[config.mk]
export PLATFORM = sky130hd
export DESIGN_NAME = whist_word_fsm
export DESIGN_NICKNAME = d
export VERILOG_FILES = /design/src/rtl/core/whist_pkg.sv /design/src/rtl/core/whist_word_fsm.sv
export SDC_FILE = /design/constraint.sdc
export NUM_CORES = 1
export LEC_CHECK = 0
export ABC_AREA = 0
export BUFFER_PORTS_ARGS = -buffer_cell sky130_fd_sc_hd__buf_4
export CORE_AREA = 2 2 45 47
export DETAILED_ROUTE_END_ITERATION = 8
export DIE_AREA = 0 0 47 49
export GPL_TIMING_DRIVEN = 0
export PLACE_DENSITY = 0.69
export SLEW_MARGIN = 0
export SYNTH_ARGS = -nofsm -noshare
export SYNTH_HDL_FRONTEND = slang
export SYNTH_SLANG_ARGS = --single-unit
export TNS_END_PERCENT = 1
[constraint.sdc]
create_clock -name i_clk -period 1.15 [get_ports i_clk]
set_input_delay 0.115 -clock i_clk [delete_from_list [all_inputs] [get_ports i_clk]]
set_output_delay 0.115 -clock i_clk [all_outputs]
set_load 0.05 [all_outputs]
[src/rtl/core/whist_pkg.sv]
package whist_pkg;

    // Histogram size and derived widths.
    localparam int NUM_BINS = 128;
    localparam int BIN_W    = (NUM_BINS > 1) ? $clog2(NUM_BINS) : 1;
    // Wide enough for a 7-bit index, any bin index and NUM_BINS itself.
    localparam int EXT_W    = ((BIN_W > 7) ? BIN_W : 7) + 1;
    // The low 7 bits of the longest index only rise while every index fits.
    localparam bit LONGEST_MONO = (NUM_BINS <= 128);

    // Field widths of the stream payload.
    localparam int CH_W       = 8;
    localparam int IDX_W      = 7;
    localparam int COUNT_W    = 32;
    localparam int IN_DATA_W  = 16;
    localparam int OUT_DATA_W = 48;

    // Request kinds carried in the input tuser.
    localparam logic REQ_TEXT = 1'b0;
    localparam logic REQ_READ = 1'b1;

    // Separator bytes.
    localparam logic [CH_W-1:0] CH_SPACE   = 8'h20;
    localparam logic [CH_W-1:0] CH_TAB     = 8'h09;
    localparam logic [CH_W-1:0] CH_NEWLINE = 8'h0A;

    typedef enum logic {
        ST_OUTSIDE,
        ST_INSIDE
    } t_word_state;

    typedef enum logic [1:0] {
        OP_NONE,
        OP_INC,
        OP_READ
    } t_op;

    // Decoded request handed from the word tracker to the bin store.
    typedef struct packed {
        t_op                op;
        logic [BIN_W-1:0]   addr;
        logic [IDX_W-1:0]   bin;
        logic               in_range;
    } t_req;

    // One result item.
    typedef struct packed {
        logic               word_done;
        logic [IDX_W-1:0]   bin;
        logic [COUNT_W-1:0] count;
        logic [IDX_W-1:0]   longest;
    } t_result;

endpackage

[src/rtl/core/whist_word_fsm.sv]
module whist_word_fsm
    import whist_pkg::*;
(
    input  logic              i_clk,
    input  logic              i_rst_n,
    input  logic              i_accept,
    input  logic              i_req_type,
    input  logic [CH_W-1:0]   i_ch,
    input  logic [IDX_W-1:0]  i_bin_index,
    output t_req              o_req
);

    t_word_state      r_state;
    t_word_state      n_state;
    logic [BIN_W-1:0] r_len;
    logic [BIN_W-1:0] n_len;
    logic             is_sep;
    logic [EXT_W-1:0] idx_ext;
    logic [EXT_W-1:0] len_ext;

    assign is_sep  = (i_ch == CH_SPACE) || (i_ch == CH_TAB) || (i_ch == CH_NEWLINE);
    assign idx_ext = EXT_W'(i_bin_index);
    assign len_ext = EXT_W'(r_len);

    // Next state and word length; read requests leave the tracker alone.
    always_comb begin
        n_state = r_state;
        n_len   = r_len;
        if (i_accept && (i_req_type == REQ_TEXT)) begin
            if (is_sep) begin
                n_state = ST_OUTSIDE;
                n_len   = '0;
            end else begin
                n_state = ST_INSIDE;
                if (r_len < BIN_W'(NUM_BINS - 1)) begin
                    n_len = r_len + 1'b1;
                end
            end
        end
    end

    // Request decode for the bin store.
    always_comb begin
        o_req.op       = OP_NONE;
        o_req.addr     = r_len;
        o_req.bin      = len_ext[IDX_W-1:0];
        o_req.in_range = 1'b1;
        if (i_req_type == REQ_READ) begin
            o_req.op       = OP_READ;
            o_req.addr     = idx_ext[BIN_W-1:0];
            o_req.bin      = i_bin_index;
            o_req.in_range = (idx_ext < EXT_W'(NUM_BINS));
        end else if (is_sep && (r_state == ST_INSIDE)) begin
            o_req.op = OP_INC;
        end
    end

    always_ff @(posedge i_clk) begin
        if (!i_rst_n) begin
            r_state <= ST_OUTSIDE;
            r_len   <= '0;
        end else begin
            r_state <= n_state;
            r_len   <= n_len;
        end
    end

endmodule

==> results.cfg <==
[power_and_ir_drop]
peakVddDrop_mv = 0.4290
switching_share_pct = 35.75
p_int_uw = 576.9
pwr-share-comb_pct = 43.7
p_leak_nw = 0.5323
p_seq_share_pct = 31.5
p_per_area_nw_per_um2 = 742.1
p_switching_uw = 321.0
p_clk_share_pct = 24.8

[floorplan]
die_x_um = 47
rows = 16
pin_count = 36
die-area_um2 = 2303
fp.dieH_um = 49
core_um2 = 1842
start_util_pct = 34.85

[setup_path]
crit_chain = mux2_4 > buf_6 > buf_8
slowest_stage = dfxtp_4
worst_path_largest_cell_delay_ps = 360
cp.arrival_ps = 1160
critPathMaxFanout = 4
cp.required_ps = 1030
endpoint_kind = output port
worstSetupPathType = register to output port
critical_path.startpoint_type = register

[clock_network]
cts_tree = yes
cts_max_level = 1
clk_pin_slew_ps = 60
clk_latency_ps = 260
clock-sinks = 8
root_buffer = clkbuf_4
cts_buffers = 3
clockBufferDepth = 2

[placed_design]
hpwl_mm = 1.371
gp_congestion = 0.7560
pre_cts_ws_ps = -204.3
place_inst = 140
portBuffers = 34

[drt]
drtIter0Drc = 9
top_layer_used = met4
dr.pass1.iters = 4
routed_wl_mm = 1.861
met3_length_um = 103
drc = 0
via_per_inst = 5.061
wl_met1_um = 715
vias = 744
ant_nets = 0
met2_wirelength_mm = 1.010
wl_per_cell_um = 12.66

[synth]
synth_warnings = 0
synth_nets = 99
synth_top_family_by_area = simple AND/OR/NAND/NOR gates
synth_area_per_cell_um2 = 8.125
synth_simple_gate_area_share_pct = 28.85
synthAdderAreaFrac_pct = 1.949
synthDominantCellAreaShare_pct = 24.95
postSynth.asyncResetShare_pct = 0
synthCells = 79
ys_seq_area_share_pct = 24.95
synth_edf_count = 0
synth_compound_area_share_pct = 18.52
ys_types = 30
synth_common_cells = 9 x buf_4, 9 x nand2_1, 8 x dfxtp_1
synthFlopType = dfxtp_1
syn_area_um2 = 641.9
yosys-top-cells-area = dfxtp_1 25%, buf_4 11%, mux2_2 11%
synth_seq_cells = 8
yosys.area.top_type = dfxtp_1
synthXorXnorAreaFrac_pct = 0
muxShareOfSynthArea_pct = 12.09

[cells_and_area]
area_growth_pct = 88.50
drive_gt1_share_pct = 65.00
fin_cells = 147
post-route-util_pct = 65.69
layout.nets = 142
n_antenna_cell = 0

[global_routing]
grt_max_degree = 13
grt_pass1_vias = 715
grt_pass1_wl_mm = 2.939
gr-total-overflow = 0
antenna_found_initial = 0
grtUsageTotal_pct = 16.95

[sta]
hold_viol = 0
whs_ps = 112.0
setup_viol = 14
final_max_slew_viol_count = 0
finalSetupTns_ps = -1035
min_period_over_period_pct = 111.0
layout_setup_ws_ps = -126.3
rsz0062_at_grt = true
finClkSkew_ps = 1.953
max_clock_freq_ghz = 0.7835
min_period_ps = 1276

[job]
maxCapViolCount = 0

[outcome]
violations = negative setup slack
status = finished, violations left

[min_path]
min_path_type = input pin to register
==> worst paths after layout <==
kind                  from   endpoint  slack [ps]  depth (start not counted)
hold / removal     i_rst_n   r_len[6]         110                          3
setup reg to reg  r_len[1]   r_len[6]         -60                          5
hold reg to reg    r_state    r_state         490                          2
setup / recovery  r_len[2]  o_req[10]        -130                          3
==> what timing repair did <==
| item | 4_1_cts | 5_1_grt |
|---|---|---|
| setup buffers | 4 | 1 |
| hold buffers | 0 | 0 |
| endpoints found under the setup margin | 22 | 20 |
| pin swaps | 4 | 1 |
| gates resized for setup | 41 | 6 |
==> kinds of logic (layout without fill, tap and decap cells) <==
group | after synthesis | after routing
AND/OR/NAND/NOR | 32 | 32
AO/OA/AOI/OAI | 17 | 17
flip-flops | 8 | 8
multiplexers | 7 | 7
buffers and inverters | 13 | 54
adder cells (fa/ha/maj) | 1 | 1
other | 1 | 1
==> state kept, by name, summed over array words and instances (netlist names) <==
register / count
r_len: 7
r_state: 1
==> routing by layer <==
layer,track usage (%),vias to the layer above
li1,-,360
met1,20.05,348
met2,28.77,31
met3,2.222,5
met4,7.870,0
met5,0,-
==> layout make-up <==
type,count,area (um^2)
Buffer,10,86.33
Clock buffer,3,22.52
Fill cell,144,631.9
Inverter,2,7.507
Multi-Input combinational cell,58,514.2
Sequential cell,8,181.4
Tap cell,27,33.78
Timing Repair Buffer,39,364.1
==> through the flow <==
step	instance area [um^2]	power, mW
after floorplan	724.4	0.5148
after global placement	1013	0.6302
after detailed placement	1013	0.6371
after CTS	1185	0.8968
after global routing	1210	0.9334
final	1210	0.8979
==> cell usage in the layout (no fill, tap or decap), types with 2 or more instances in the layout <==
master    count
buf_4        30
buf_6        13
nand2_1       9
mux2_4        6
nor2_1        6
buf_8         5
dfxtp_4       5
a21oi_1       4
nand3_1       3
o21ai_2       3
clkbuf_4      3
nor4bb_4      2
o21ai_0       2
nand4b_1      2
a31oi_1       2
dfxtp_2       2
==> power groups by stage <==
stage	Clock, mW	Sequential, mW	Combinational (mW)
after floorplan	0	0.296	0.218
after global placement	0	0.298	0.332
after detailed placement	0	0.299	0.339
after CTS	0.229	0.283	0.384
after global routing	0.239	0.284	0.411
final	0.223	0.283	0.392
==> worst max-delay path, delay by kind of cell, from the launching register on <==
family	cells	cell delay, ps
flops	1	360
mux	1	290
buf+inv	2	260
No activity file was read; power rests on OpenSTA's default activity.
